===== src/design/sfir_pkg.sv =====
`default_nettype none

package sfir_pkg;

  // field widths
  localparam int DATA_W    = 16;
  localparam int COEF_W    = 16;
  localparam int FRAC_W    = 14;
  localparam int NUM_COEFS = 5;
  localparam int TAPS_DEF  = 9;
  localparam int CFG_IDX_W = 3;

  typedef logic [DATA_W-1:0] sample_t;
  typedef logic [COEF_W-1:0] coef_t;
  typedef coef_t [NUM_COEFS-1:0] coef_arr_t;

  // register indexes
  localparam logic [CFG_IDX_W-1:0] REG_COEF_TAP0   = 3'd0;
  localparam logic [CFG_IDX_W-1:0] REG_COEF_TAP1   = 3'd1;
  localparam logic [CFG_IDX_W-1:0] REG_COEF_TAP2   = 3'd2;
  localparam logic [CFG_IDX_W-1:0] REG_COEF_TAP3   = 3'd3;
  localparam logic [CFG_IDX_W-1:0] REG_COEF_CENTER = 3'd4;

  // coefficient reset values, outer tap to center
  localparam coef_t COEF_RST_TAP0   = 16'd1210;
  localparam coef_t COEF_RST_TAP1   = 16'd1372;
  localparam coef_t COEF_RST_TAP2   = 16'd1495;
  localparam coef_t COEF_RST_TAP3   = 16'd1572;
  localparam coef_t COEF_RST_CENTER = 16'd5086;

  // saturation limits
  localparam sample_t SAT_MAX = 16'h7fff;
  localparam sample_t SAT_MIN = 16'h8000;

  // controls for the tap shift registers
  typedef struct packed {
    logic load;
    logic rotate;
  } tap_ctrl_t;

  // controls for the column sum and accumulator
  typedef struct packed {
    logic clear;
    logic run;
    logic sign_bit;
  } acc_ctrl_t;

endpackage

`default_nettype wire


===== src/design/sfir_if.sv =====
`default_nettype none

// sample channel
interface sfir_in_if;
  import sfir_pkg::*;

  logic    valid;
  logic    ready;
  sample_t sample;
  logic    block_end;

  modport source (output valid, output sample, output block_end, input ready);
  modport sink   (input valid, input sample, input block_end, output ready);
endinterface

// result channel
interface sfir_out_if;
  import sfir_pkg::*;

  logic    valid;
  logic    ready;
  sample_t filtered_sample;
  logic    block_end_out;

  modport source (output valid, output filtered_sample, output block_end_out, input ready);
  modport sink   (input valid, input filtered_sample, input block_end_out, output ready);
endinterface

`default_nettype wire


===== src/design/sfir_tap_line.sv =====
`default_nettype none

module sfir_tap_line #(
  parameter int TAPS = sfir_pkg::TAPS_DEF
) (
  input  wire logic               clk_i,
  input  wire logic               rst_ni,
  input  wire sfir_pkg::tap_ctrl_t ctrl_i,
  input  wire sfir_pkg::sample_t  sample_i,
  output logic [TAPS-1:0]         bits_o
);
  import sfir_pkg::*;

  sample_t taps_q [TAPS];

  // delay line of shift registers; a full rotation restores every sample
  always_ff @(posedge clk_i or negedge rst_ni) begin
    if (!rst_ni) begin
      for (int k = 0; k < TAPS; k++) begin
        taps_q[k] <= '0;
      end
    end else if (ctrl_i.load) begin
      taps_q[0] <= sample_i;
      for (int k = 1; k < TAPS; k++) begin
        taps_q[k] <= taps_q[k-1];
      end
    end else if (ctrl_i.rotate) begin
      for (int k = 0; k < TAPS; k++) begin
        taps_q[k] <= {taps_q[k][DATA_W-2:0], taps_q[k][DATA_W-1]};
      end
    end
  end

  // current bit of each tap, msb first
  always_comb begin
    for (int k = 0; k < TAPS; k++) begin
      bits_o[k] = taps_q[k][DATA_W-1];
    end
  end

endmodule

`default_nettype wire


===== src/design/sfir_acc.sv =====
`default_nettype none

module sfir_acc #(
  parameter int TAPS = sfir_pkg::TAPS_DEF
) (
  input  wire logic                clk_i,
  input  wire logic                rst_ni,
  input  wire sfir_pkg::acc_ctrl_t ctrl_i,
  input  wire logic [TAPS-1:0]     bits_i,
  input  wire sfir_pkg::coef_arr_t coefs_i,
  output sfir_pkg::sample_t        result_o
);
  import sfir_pkg::*;

  localparam int COL_W  = COEF_W + $clog2(TAPS);
  localparam int ACC_W  = COL_W + DATA_W;
  localparam int Q_W    = ACC_W - FRAC_W;
  localparam int HI_W   = Q_W - DATA_W + 1;
  localparam int CENTER = (TAPS - 1) / 2;

  // register chosen by distance from the center tap
  function automatic int coef_index(input int k);
    int d;
    d = (k > CENTER) ? (k - CENTER) : (CENTER - k);
    if (d > NUM_COEFS - 1) begin
      d = NUM_COEFS - 1;
    end
    return NUM_COEFS - 1 - d;
  endfunction

  logic [COL_W-1:0] terms [TAPS];
  logic [COL_W-1:0] col_sum;
  logic [COL_W-1:0] col_q;
  logic             col_vld_q;
  logic             col_neg_q;
  logic [ACC_W-1:0] acc_q;
  logic [ACC_W-1:0] acc_d;
  logic [ACC_W-1:0] col_ext;
  logic [ACC_W-1:0] rnd;
  logic [Q_W-1:0]   q;
  logic [HI_W-1:0]  q_hi;

  // gated coefficient per tap, sign extended
  for (genvar k = 0; k < TAPS; k++) begin : g_term
    localparam int CI = coef_index(k);
    assign terms[k] = bits_i[k]
        ? {{(COL_W-COEF_W){coefs_i[CI][COEF_W-1]}}, coefs_i[CI]}
        : '0;
  end

  // column sum over the taps for one bit position
  always_comb begin
    col_sum = '0;
    for (int k = 0; k < TAPS; k++) begin
      col_sum = col_sum + terms[k];
    end
  end

  // column register
  always_ff @(posedge clk_i or negedge rst_ni) begin
    if (!rst_ni) begin
      col_vld_q <= 1'b0;
      col_neg_q <= 1'b0;
    end else begin
      col_vld_q <= ctrl_i.run;
      col_neg_q <= ctrl_i.sign_bit;
    end
  end

  always_ff @(posedge clk_i) begin
    if (ctrl_i.run) begin
      col_q <= col_sum;
    end
  end

  // horner accumulation, sign bit column carries negative weight
  always_comb begin
    col_ext = {{(ACC_W-COL_W){col_q[COL_W-1]}}, col_q};
    acc_d   = {acc_q[ACC_W-2:0], 1'b0} + (col_neg_q ? (~col_ext + 1'b1) : col_ext);
  end

  always_ff @(posedge clk_i or negedge rst_ni) begin
    if (!rst_ni) begin
      acc_q <= '0;
    end else if (ctrl_i.clear) begin
      acc_q <= '0;
    end else if (col_vld_q) begin
      acc_q <= acc_d;
    end
  end

  // round half up to q1.15 and saturate
  always_comb begin
    rnd  = acc_q + (ACC_W'(1) << (FRAC_W - 1));
    q    = rnd[ACC_W-1:FRAC_W];
    q_hi = q[Q_W-1:DATA_W-1];
    if ((&q_hi) || !(|q_hi)) begin
      result_o = q[DATA_W-1:0];
    end else if (q[Q_W-1]) begin
      result_o = SAT_MIN;
    end else begin
      result_o = SAT_MAX;
    end
  end

endmodule

`default_nettype wire


===== src/design/symmetric_fir_filter.sv =====
// symmetric fir filter, bit-serial multiply-accumulate over the delay line
// sequence: an input transfer loads the delay line, the msb-first tap walk runs
// in S_RUN, S_FLUSH accumulates the last column and S_DONE moves the result into
// the output register once it is free; a new sample is taken only in S_IDLE
// reset: delay line cleared to zero, coefficients to their default values,
// no result pending
`default_nettype none

module symmetric_fir_filter #(
  parameter int TAPS = sfir_pkg::TAPS_DEF
) (
  input  wire logic                              clk_i,
  input  wire logic                              rst_ni,
  sfir_in_if.sink                                in_i,
  sfir_out_if.source                             out_o,
  input  wire logic                              cfg_we_i,
  input  wire logic [sfir_pkg::CFG_IDX_W-1:0]    cfg_idx_i,
  input  wire logic [sfir_pkg::COEF_W-1:0]       cfg_data_i
);
  import sfir_pkg::*;

  localparam int CNT_W = $clog2(DATA_W);

  typedef enum logic [3:0] {
    S_IDLE  = 4'b0001,
    S_RUN   = 4'b0010,
    S_FLUSH = 4'b0100,
    S_DONE  = 4'b1000
  } state_e;

  state_e     state_q, state_d;
  logic [CNT_W-1:0] cnt_q;
  coef_arr_t  coef_q;
  logic       be_q;
  logic       out_valid_q;
  sample_t    out_sample_q;
  logic       out_be_q;
  logic       in_xfer;
  logic       out_free;
  logic [TAPS-1:0] tap_bits;
  sample_t    result;
  tap_ctrl_t  tap_ctrl;
  acc_ctrl_t  acc_ctrl;

  assign in_i.ready = (state_q == S_IDLE);
  assign in_xfer    = in_i.valid && in_i.ready;
  assign out_free   = !out_valid_q || out_o.ready;

  // coefficient registers
  always_ff @(posedge clk_i or negedge rst_ni) begin
    if (!rst_ni) begin
      coef_q[REG_COEF_TAP0]   <= COEF_RST_TAP0;
      coef_q[REG_COEF_TAP1]   <= COEF_RST_TAP1;
      coef_q[REG_COEF_TAP2]   <= COEF_RST_TAP2;
      coef_q[REG_COEF_TAP3]   <= COEF_RST_TAP3;
      coef_q[REG_COEF_CENTER] <= COEF_RST_CENTER;
    end else if (cfg_we_i && (cfg_idx_i <= REG_COEF_CENTER)) begin
      coef_q[cfg_idx_i] <= cfg_data_i;
    end
  end

  // sequencer
  always_comb begin
    state_d = state_q;
    case (state_q)
      S_IDLE: begin
        if (in_xfer) state_d = S_RUN;
      end
      S_RUN: begin
        if (cnt_q == CNT_W'(DATA_W - 1)) state_d = S_FLUSH;
      end
      S_FLUSH: begin
        state_d = S_DONE;
      end
      S_DONE: begin
        if (out_free) state_d = S_IDLE;
      end
      default: begin
        state_d = S_IDLE;
      end
    endcase
  end

  always_ff @(posedge clk_i or negedge rst_ni) begin
    if (!rst_ni) begin
      state_q <= S_IDLE;
      cnt_q   <= '0;
    end else begin
      state_q <= state_d;
      if (state_q == S_RUN) begin
        cnt_q <= cnt_q + 1'b1;
      end else begin
        cnt_q <= '0;
      end
    end
  end

  // block end flag rides along with the item
  always_ff @(posedge clk_i) begin
    if (in_xfer) begin
      be_q <= in_i.block_end;
    end
  end

  // datapath controls
  always_comb begin
    tap_ctrl.load     = in_xfer;
    tap_ctrl.rotate   = (state_q == S_RUN);
    acc_ctrl.clear    = in_xfer;
    acc_ctrl.run      = (state_q == S_RUN);
    acc_ctrl.sign_bit = (cnt_q == '0);
  end

  sfir_tap_line #(
    .TAPS (TAPS)
  ) u_tap_line (
    .clk_i    (clk_i),
    .rst_ni   (rst_ni),
    .ctrl_i   (tap_ctrl),
    .sample_i (in_i.sample),
    .bits_o   (tap_bits)
  );

  sfir_acc #(
    .TAPS (TAPS)
  ) u_acc (
    .clk_i    (clk_i),
    .rst_ni   (rst_ni),
    .ctrl_i   (acc_ctrl),
    .bits_i   (tap_bits),
    .coefs_i  (coef_q),
    .result_o (result)
  );

  // output register, holds a result until its transfer
  always_ff @(posedge clk_i or negedge rst_ni) begin
    if (!rst_ni) begin
      out_valid_q <= 1'b0;
    end else if ((state_q == S_DONE) && out_free) begin
      out_valid_q <= 1'b1;
    end else if (out_o.ready) begin
      out_valid_q <= 1'b0;
    end
  end

  always_ff @(posedge clk_i) begin
    if ((state_q == S_DONE) && out_free) begin
      out_sample_q <= result;
      out_be_q     <= be_q;
    end
  end

  assign out_o.valid           = out_valid_q;
  assign out_o.filtered_sample = out_sample_q;
  assign out_o.block_end_out   = out_be_q;

endmodule

`default_nettype wire

===== src/flat_wrapper.sv =====
// flat-port wrapper written by rule: the top's interface ports become plain ports
module symmetric_fir_filter_flat import sfir_pkg::*;
#(
  parameter int TAPS = sfir_pkg::TAPS_DEF
)
  (clk_i, rst_ni, cfg_we_i, cfg_idx_i, cfg_data_i, in_i_valid, in_i_sample, in_i_block_end, in_i_ready, out_o_valid, out_o_filtered_sample, out_o_block_end_out, out_o_ready);
  sfir_in_if in_i_i ();
  sfir_out_if out_o_i ();
  input  wire logic clk_i;
  input  wire logic rst_ni;
  input  wire logic cfg_we_i;
  input  wire logic [sfir_pkg::CFG_IDX_W-1:0] cfg_idx_i;
  input  wire logic [sfir_pkg::COEF_W-1:0] cfg_data_i;
  input wire logic [$bits(in_i_i.valid)-1:0] in_i_valid;
  input wire logic [$bits(in_i_i.sample)-1:0] in_i_sample;
  input wire logic [$bits(in_i_i.block_end)-1:0] in_i_block_end;
  output wire logic [$bits(in_i_i.ready)-1:0] in_i_ready;
  output wire logic [$bits(out_o_i.valid)-1:0] out_o_valid;
  output wire logic [$bits(out_o_i.filtered_sample)-1:0] out_o_filtered_sample;
  output wire logic [$bits(out_o_i.block_end_out)-1:0] out_o_block_end_out;
  input wire logic [$bits(out_o_i.ready)-1:0] out_o_ready;
  assign in_i_i.valid = in_i_valid;
  assign in_i_i.sample = in_i_sample;
  assign in_i_i.block_end = in_i_block_end;
  assign in_i_ready = in_i_i.ready;
  assign out_o_valid = out_o_i.valid;
  assign out_o_filtered_sample = out_o_i.filtered_sample;
  assign out_o_block_end_out = out_o_i.block_end_out;
  assign out_o_i.ready = out_o_ready;
  symmetric_fir_filter #(.TAPS(TAPS)) u_core (.clk_i(clk_i), .rst_ni(rst_ni), .in_i(in_i_i), .out_o(out_o_i), .cfg_we_i(cfg_we_i), .cfg_idx_i(cfg_idx_i), .cfg_data_i(cfg_data_i));
endmodule

===== config.mk =====
export PLATFORM = sky130hd
export DESIGN_NAME = symmetric_fir_filter_flat
export DESIGN_NICKNAME = d
export VERILOG_FILES = /design/src/design/sfir_pkg.sv /design/src/design/sfir_if.sv /design/src/design/sfir_tap_line.sv /design/src/design/sfir_acc.sv /design/src/design/symmetric_fir_filter.sv /design/src/flat_wrapper.sv
export SDC_FILE = /design/constraint.sdc
export NUM_CORES = 1
export LEC_CHECK = 0
export ABC_CLOCK_PERIOD_IN_PS = 15800
export BUFFER_PORTS_ARGS = -buffer_cell sky130_fd_sc_hd__buf_4
export CORE_MARGIN = 4
export CORE_UTILIZATION = 35
export DETAILED_ROUTE_END_ITERATION = 8
export SETUP_SLACK_MARGIN = 0.1
export SLEW_MARGIN = 15
export SYNTH_ARGS = -nofsm -noshare
export SYNTH_HDL_FRONTEND = slang
export SYNTH_SLANG_ARGS = --single-unit

===== constraint.sdc =====
create_clock -name clk_i -period 15.8 [get_ports clk_i]
set_input_delay 2.37 -clock clk_i [delete_from_list [all_inputs] [get_ports clk_i]]
set_output_delay 2.37 -clock clk_i [all_outputs]
set_load 0.02 [all_outputs]

==> results of run 1 <==
## logic make-up after synthesis
logic type	share of synthesized area, %
AOI/OAI and AO/OA	11.9
xor gates and xnor gates	3.74
muxes	6.14
and+or+nand+nor	16.1
buffers and inverters	4.80
adders and majority gates	15.9
DFF	41.5
## per-layer routing
| layer | up-vias | wire, µm | global-route usage [%] |
|---|---|---|---|
| li1 | 6611 | - | - |
| met1 | 6819 | 20000 | 20.1 |
| met2 | 223 | 20400 | 24.5 |
| met3 | 82 | 1530 | 2.16 |
| met4 | 0 | 1380 | 5.46 |
| met5 | - | 0 | 0 |
## flip-flops by register name, indices dropped and copies added, names as in the netlist
register and flops:
u_core.state_q 4, u_core.u_tap_line.taps_q 135, u_core.out_o.filtered_sample 16, u_core.be_q 1, u_core.u_acc.col_neg_q 1, u_core.u_acc.acc_q 36
u_core.cnt_q 4, u_core.u_acc.col_q 20, u_core.out_o.block_end_out 1, u_core.u_acc.col_vld_q 1, u_core.out_o.valid 1, u_core.u_tap_line.bits_o 9
u_core.coef_q 80
## stage by stage
stage	hold slack, ps	std cells	worst slack, ps	area, µm²	utilization [%]
global route	440	2704	9830	21600	40.1
global placement	401	2635	10330	20400	37.7
finish	420	2704	10170	21600	40.1
detailed placement	406	2635	10220	20400	37.7
CTS	418	2704	10170	21600	40.1
floorplan	400	1948	10620	19200	-
## worst register-to-register path, delay by kind of cell (launching register included)
kind	cells	cell delay, ps
XOR/XNOR	1	80
buffers and inverters	3	160
AO/OA/AOI/OAI	7	1550
AND/OR/NAND/NOR	2	320
adder cells (fa/ha/maj)	6	2360
flip-flops	1	900
## cell usage in the layout (no fill, tap or decap), drive strengths merged, types with 9 or more instances in the layout
cell / synthesis / layout
ha: 58 / 58
nand2b: 11 / 11
nand2: 424 / 424
a22oi: 135 / 135
nor3: 17 / 17
nor2: 84 / 84
clkinv: 0 / 10
xnor2: 48 / 48
dfrtp: 237 / 237
o21bai: 11 / 11
nor2b: 9 / 9
mux2i: 24 / 24
o31ai: 10 / 10
nand3: 25 / 25
a21oi: 53 / 53
o21ai: 66 / 66
a21o: 21 / 21
buf: 7 / 78
inv: 156 / 159
clkbuf: 80 / 54
a31oi: 15 / 15
edfxtp: 38 / 38
mux2: 83 / 83
dfstp: 34 / 34
fa: 116 / 116
nand4: 10 / 10
xor2: 34 / 34
and2: 74 / 74
## Yosys cell counts (5+ instances only)
cell type	instances
fa_1	116
nor2_1	84
nand3_1	24
inv_1	156
ha_1	58
mux2_2	82
nand2b_1	11
nor3_1	15
dfstp_2	34
xor2_1	34
o31ai_1	9
o21ai_1	9
mux2i_1	24
nand3b_1	5
a21boi_0	5
o21bai_1	11
a21oi_1	53
nand4_1	9
nor2b_1	9
a211oi_1	6
a31oi_1	15
dfrtp_1	237
o21ai_0	54
and3_1	6
clkbuf_1	79
nand2_1	424
edfxtp_1	38
a21o_1	21
o21a_1	6
a22oi_1	135
nor3b_1	5
and2_1	74
buf_1	6
xnor2_1	48
## layout make-up
type	instances	area share, %
sequential	309	36.8
clock inverter	15	0.717
inverter	156	2.74
tap	696	4.02
multi-input combinational	1396	47.8
timing repair buffer	78	2.80
clock buffer	54	5.09
## path summary, 6_finish.rpt
| kind | startpoint | end | slack (ps) | cells past startpoint |
|---|---|---|---|---|
| worst max-delay path | u_core.u_tap_line.bits_o[5] | u_core.u_acc.col_q[16] | 10170 | 19 |
| worst min-delay path | u_core.be_q | u_core.out_o.block_end_out | 420 | 0 |
| worst max register to register | u_core.u_tap_line.bits_o[5] | u_core.u_acc.col_q[16] | 10170 | 19 |
| worst min register to register | u_core.be_q | u_core.out_o.block_end_out | 420 | 0 |
| max in group asynchronous | rst_ni | u_core.coef_q[43] | 12490 | 2 |
| min in group asynchronous | rst_ni | u_core.out_o.valid | 1860 | 1 |
==> results.cfg, run 1 <==
[outcome]
status = finished clean

[synth]
synth.top_cell.area_share_pct = 30.9
synth_cells = 1948
synth.distinct_cells = 65
syn-num-nets = 2163
netlist_area_um2 = 19200
synthTopCellsByArea = dfrtp_1 31%, fa_1 12%, nand2_1 8.3%
ys.flop_type = dfrtp_1
ys.warnings.count = 0
synth_area_leader_cell = dfrtp_1
avgSynthCellArea_um2 = 9.86
synth_edf_count = 38
synthArstFlopShare_pct = 87.7
synth-seq-cells = 309
yosysSeqAreaShare_pct = 41.5

[worst_setup_path]
cp.arrival_ps = 5940
path_cells = and2_1, fa_1, fa_1, fa_1, inv_1, fa_1, inv_1, ha_1, inv_1, fa_1, nor2b_1, o21ai_0, a21boi_0, o211ai_1, a21oi_1, o31ai_1, o21bai_1, a21oi_1, xnor2_1
path_class = reg2reg
endpoint_kind = flip-flop
crit_fanout = 19
critPathLaunchType = flip-flop
path_common_cell = fa_1
crit_family = adder cells
required_ps = 16120
worst_path_max_delay_cell = dfrtp_1
worst_path_largest_cell_delay_ps = 900
crit_buf_inv = 3

[placement]
place.gp.congestion = 0.812
io_buffers = 59
dp_hpwl_mm = 29.3

[drt]
routedWlPerCell_um = 16.0
drt_wl_total_mm = 43.3
drcViolationCount = 0
num_vias = 13735
ant_nets = 0
firstDrtPassIters = 5
viasPerCell = 5.08
dr.first_iter.drc_count = 971

[sta]
fmax_mhz = 178
tightest_slew_ps = 1060
tns_ps = 0
fin_crit_ps = 5630
relSlewSlack_pct = 29.6
finalSetupViolations = 0
hold_viol_final = 0
fin_crit_sh_pct = 35.6
grt_setup_unrepaired = false
finClkSkew_ps = 15.2
drv_slew = 0

[die]
io_pins = 60
core-area_um2 = 54000
start_util_pct = 35.5
die_area_um2 = 58700
num_rows = 85
die_x_um = 242
die_h_um = 242

[clock_tree]
clock_latency_ps = 570
cts.repair.resized = 0
cts.sinks = 309
postCtsSetupBuffers = 0
cts_root_buf = clkbuf_16
cts_made_buffers = 38
cts_tree = yes
clkTransAtPathRegs_ps = 60
cts_hold_buf = 0
cts-htree-levels = 2
clock_path_buffers = 3

[global_route]
grt_pass1_vias = 14297
grt_first_pass_wirelength_mm = 73.4
grt_max_degree = 164
antenna_found_initial = 0
grtUsageTotal_pct = 14.9
gr-total-overflow = 0

[final_layout]
multi_input_area_um2 = 10300
layout.nets = 2194
syn2layout_area_growth_pct = 12.7
diodes = 0
fillers = 5313
drive_above_1_share_pct = 14.0
regArea_um2 = 7970

[hold_path]
hp-class = reg2reg

[run]
max_cap_viol_count = 0
Power of run 1 is left out: the tool's default activity adds up to more than one toggle a clock period on the data nets, which glitch-free logic cannot reach.
==> run 2: changes to the inputs <==
--- a/config.mk
+++ b/config.mk
@@ -5,7 +5,8 @@
 export SDC_FILE = /design/constraint.sdc
 export NUM_CORES = 1
 export LEC_CHECK = 0
-export ABC_CLOCK_PERIOD_IN_PS = 15800
+export ABC_AREA = 1
+export ABC_CLOCK_PERIOD_IN_PS = 5820
 export BUFFER_PORTS_ARGS = -buffer_cell sky130_fd_sc_hd__buf_4
 export CORE_MARGIN = 4
 export CORE_UTILIZATION = 35
==> constraint.sdc (replaced) <==
create_clock -name clk_i -period 5.82 [get_ports clk_i]
set_input_delay 0.873 -clock clk_i [delete_from_list [all_inputs] [get_ports clk_i]]
set_output_delay 0.873 -clock clk_i [all_outputs]
set_load 0.02 [all_outputs]
==> run 2 against run 1 <==
Maximum frequency grew 9.1%. Sequential cell count is the same. Die area grew 3.3%. Critical endpoint is now u_core.u_acc.col_q[12]. Sequential share of layout area shrank 1.3 points. Wire length grew 14%. Hold slack lost 47 ps. Global-route usage grew 1.7 points. Largest cell class unchanged. Clock skew grew 11 ps. Non-clock buffer count is the same. Area after synthesis grew 3.4%. First-iteration DRC count shrank 7.2%.
==> results.cfg, run 2 <==
[outcome]
status = finished clean

[die]
start_util_pct = 35.3
io_pins = 60
die_area_um2 = 60600
num_rows = 87
die_x_um = 246
core-area_um2 = 56300
die_h_um = 246

[worst_setup_path]
timing.critical_path.from = u_core.u_tap_line.bits_o[4]
endpoint_kind = flip-flop
required_ps = 6140
cp.arrival_ps = 5470
reg2regPathDepth = 18
path_class = reg2reg
worst_path_largest_cell_delay_ps = 910
path_cells = nand2_1, inv_1, fa_1, fa_1, fa_1, inv_1, fa_1, inv_1, ha_1, inv_1, fa_1, inv_1, nand3_1, nand2_1, a21boi_0, o21ai_0, a31oi_1, xor2_1
critPathLaunchType = flip-flop
crit_fanout = 18
worst_path_max_delay_cell = dfrtp_1
rr_startpoint = u_core.u_tap_line.bits_o[4]

[synth]
ys.warnings.count = 0
synth-seq-cells = 309
netlist_area_um2 = 19900
yosys-top-cells-count = 686 x nand2_1, 465 x inv_1, 237 x dfrtp_1, 165 x o21ai_0, 135 x o221ai_1
synth.top_cell.area_share_pct = 29.9
synthTopCellsByArea = dfrtp_1 30%, nand2_1 13%, fa_1 12%
synth.distinct_cells = 41
synth_most_common_cell = nand2_1
synth_area_leader_cell = dfrtp_1
syn-num-nets = 2640
synth_cells = 2425
synth_edf_count = 38
yosysSeqAreaShare_pct = 40.1
ys.flop_type = dfrtp_1
synthArstFlopShare_pct = 87.7
avgSynthCellArea_um2 = 8.19

[power]
combPwrFrac_pct = 58.2
power.switching_mw = 7.19
p_per_area_nw_per_um2 = 669
peakVddDrop_uv = 382
p_seq_share_pct = 25.3
switching_share_pct = 48.0
leakage_nw = 11.0
power_frac_clock_pct = 16.4
power.internal_mw = 7.79
total_power_mw = 15.0

[clock_tree]
cts_made_buffers = 38
cts_root_buf = clkbuf_16
cts.sinks = 309
cts_hold_buf = 0
postCtsSetupBuffers = 0
cts_tree = yes
clock_path_buffers = 3
clock_latency_ps = 570
cts-htree-levels = 2
cts.repair.resized = 0
clkTransAtPathRegs_ps = 60

[placement]
dp_hpwl_mm = 35.5
io_buffers = 59
place.gp.congestion = 0.899
place_ws_ps = 659

[sta]
finClkSkew_ps = 26.2
tightest_slew_ps = 1120
finalSetupViolations = 0
setup_ws_ps = 663
grt_setup_unrepaired = false
fmax_mhz = 194
fin_crit_ps = 5160
hold_viol_final = 0
drv_slew = 0
relSlewSlack_pct = 25.5
fin_crit_sh_pct = 88.6
tns_ps = 0

[final_layout]
finish.utilization_pct = 39.8
regArea_um2 = 7970
diodes = 0
layout.nets = 2668
drive_above_1_share_pct = 7.93
top_regs = u_core.u_tap_line.taps_q (135), u_core.coef_q (80), u_core.u_acc.acc_q (36)
largest_register = u_core.u_tap_line.taps_q
final_cell_mix = 685 x nand2_1, 465 x inv_1, 237 x dfrtp_1
largest_register_ffs = 135
multi_input_area_um2 = 9800
final_common_cell = nand2_1
syn2layout_area_growth_pct = 12.8
fillers = 5735

[run]
max_cap_viol_count = 0

[drt]
drt_wl_total_mm = 49.3
num_vias = 15657
routedWlPerCell_um = 15.2
ant_nets = 0
viasPerCell = 4.83
firstDrtPassIters = 5
drcViolationCount = 0
dr.first_iter.drc_count = 901

[global_route]
grtUsageTotal_pct = 16.5
grt_first_pass_wirelength_mm = 82.1
antenna_found_initial = 0
grt_max_degree = 123
gr-total-overflow = 0
grt_pass1_vias = 16091

[hold_path]
hp-class = in2async
==> run 2: changes by cell type after synthesis, moves of 24 or more <==
cell	delta
inv_1	+309
nand2_1	+262
a22oi_1	-135
o221ai_1	+135
o21ai_0	+111
mux2_2	-82
and2_1	-72
nand3_1	+53
nor2_1	+39
xnor2_1	-37
mux2i_1	-24
==> run 2: layout make-up <==
cell class	instances	share of cell area (%)
flip-flops and latches	309	35.6
clock inverters	19	1.08
multi-input cells	1558	43.7
repair buffers	78	2.74
well taps	756	4.22
inverters	468	7.85
clock buffers	51	4.82
==> run 2: logic make-up (layout without fill, tap and decap cells) <==
| group | count (synthesis) | count (layout) | share of synthesized area [%] |
|---|---|---|---|
| AND/OR/NAND/NOR | 937 | 937 | 18.8 |
| buffers and inverters | 558 | 616 | 10.7 |
| AO/OA/AOI/OAI | 396 | 396 | 12.8 |
| flip-flops | 309 | 309 | 40.1 |
| adder cells (fa/ha/maj) | 174 | 174 | 15.3 |
| XOR/XNOR | 51 | 51 | 2.25 |
==> run 2: worst paths after layout <==
path / end / slack (ps)
setup / recovery: u_core.u_acc.col_q[12] / 660
hold / removal: u_core.u_acc.acc_q[6] / 370
setup reg to reg: u_core.u_acc.col_q[12] / 660
hold reg to reg: u_core.out_o.block_end_out / 420
max in group asynchronous: u_core.u_acc.acc_q[16] / 4120
min in group clk_i: u_core.out_o.block_end_out / 420
==> run 2: worst max-delay path, delay by kind of cell, from the launching register on <==
| kind | cells | cell delay (ps) |
|---|---|---|
| buf+inv | 5 | 370 |
| fa+ha+maj | 6 | 2510 |
| compound gates | 3 | 640 |
| flops | 1 | 910 |
| xor+xnor | 1 | 170 |
| simple gates | 3 | 310 |
==> run 2: power by group through the flow <==
stage / logic (mW) / clock network [mW] / registers [mW]
after floorplan: 6.74 / 0 / 3.57
after global placement: 8.56 / 0 / 3.82
after detailed placement: 8.71 / 0 / 3.83
after CTS: 8.77 / 2.55 / 3.80
after global routing: 10.1 / 2.63 / 3.89
final: 8.73 / 2.46 / 3.79
==> run 2: layer usage <==
layer  track usage [%]  routed length [µm]
met3              2.24                1920
met2              28.2               23700
met1              22.0               22400
met4              5.01                1270
met5                 0                   0
==> run 2: metrics by stage <==
step,hold WS (ps),std cells,cell area [µm²]
after floorplan,400,2425,19900
after global placement,405,3168,21100
after detailed placement,414,3168,21100
after CTS,427,3238,22400
after global routing,431,3239,22400
final,373,3239,22400
Note: power is estimated with default switching activity, not from simulation.
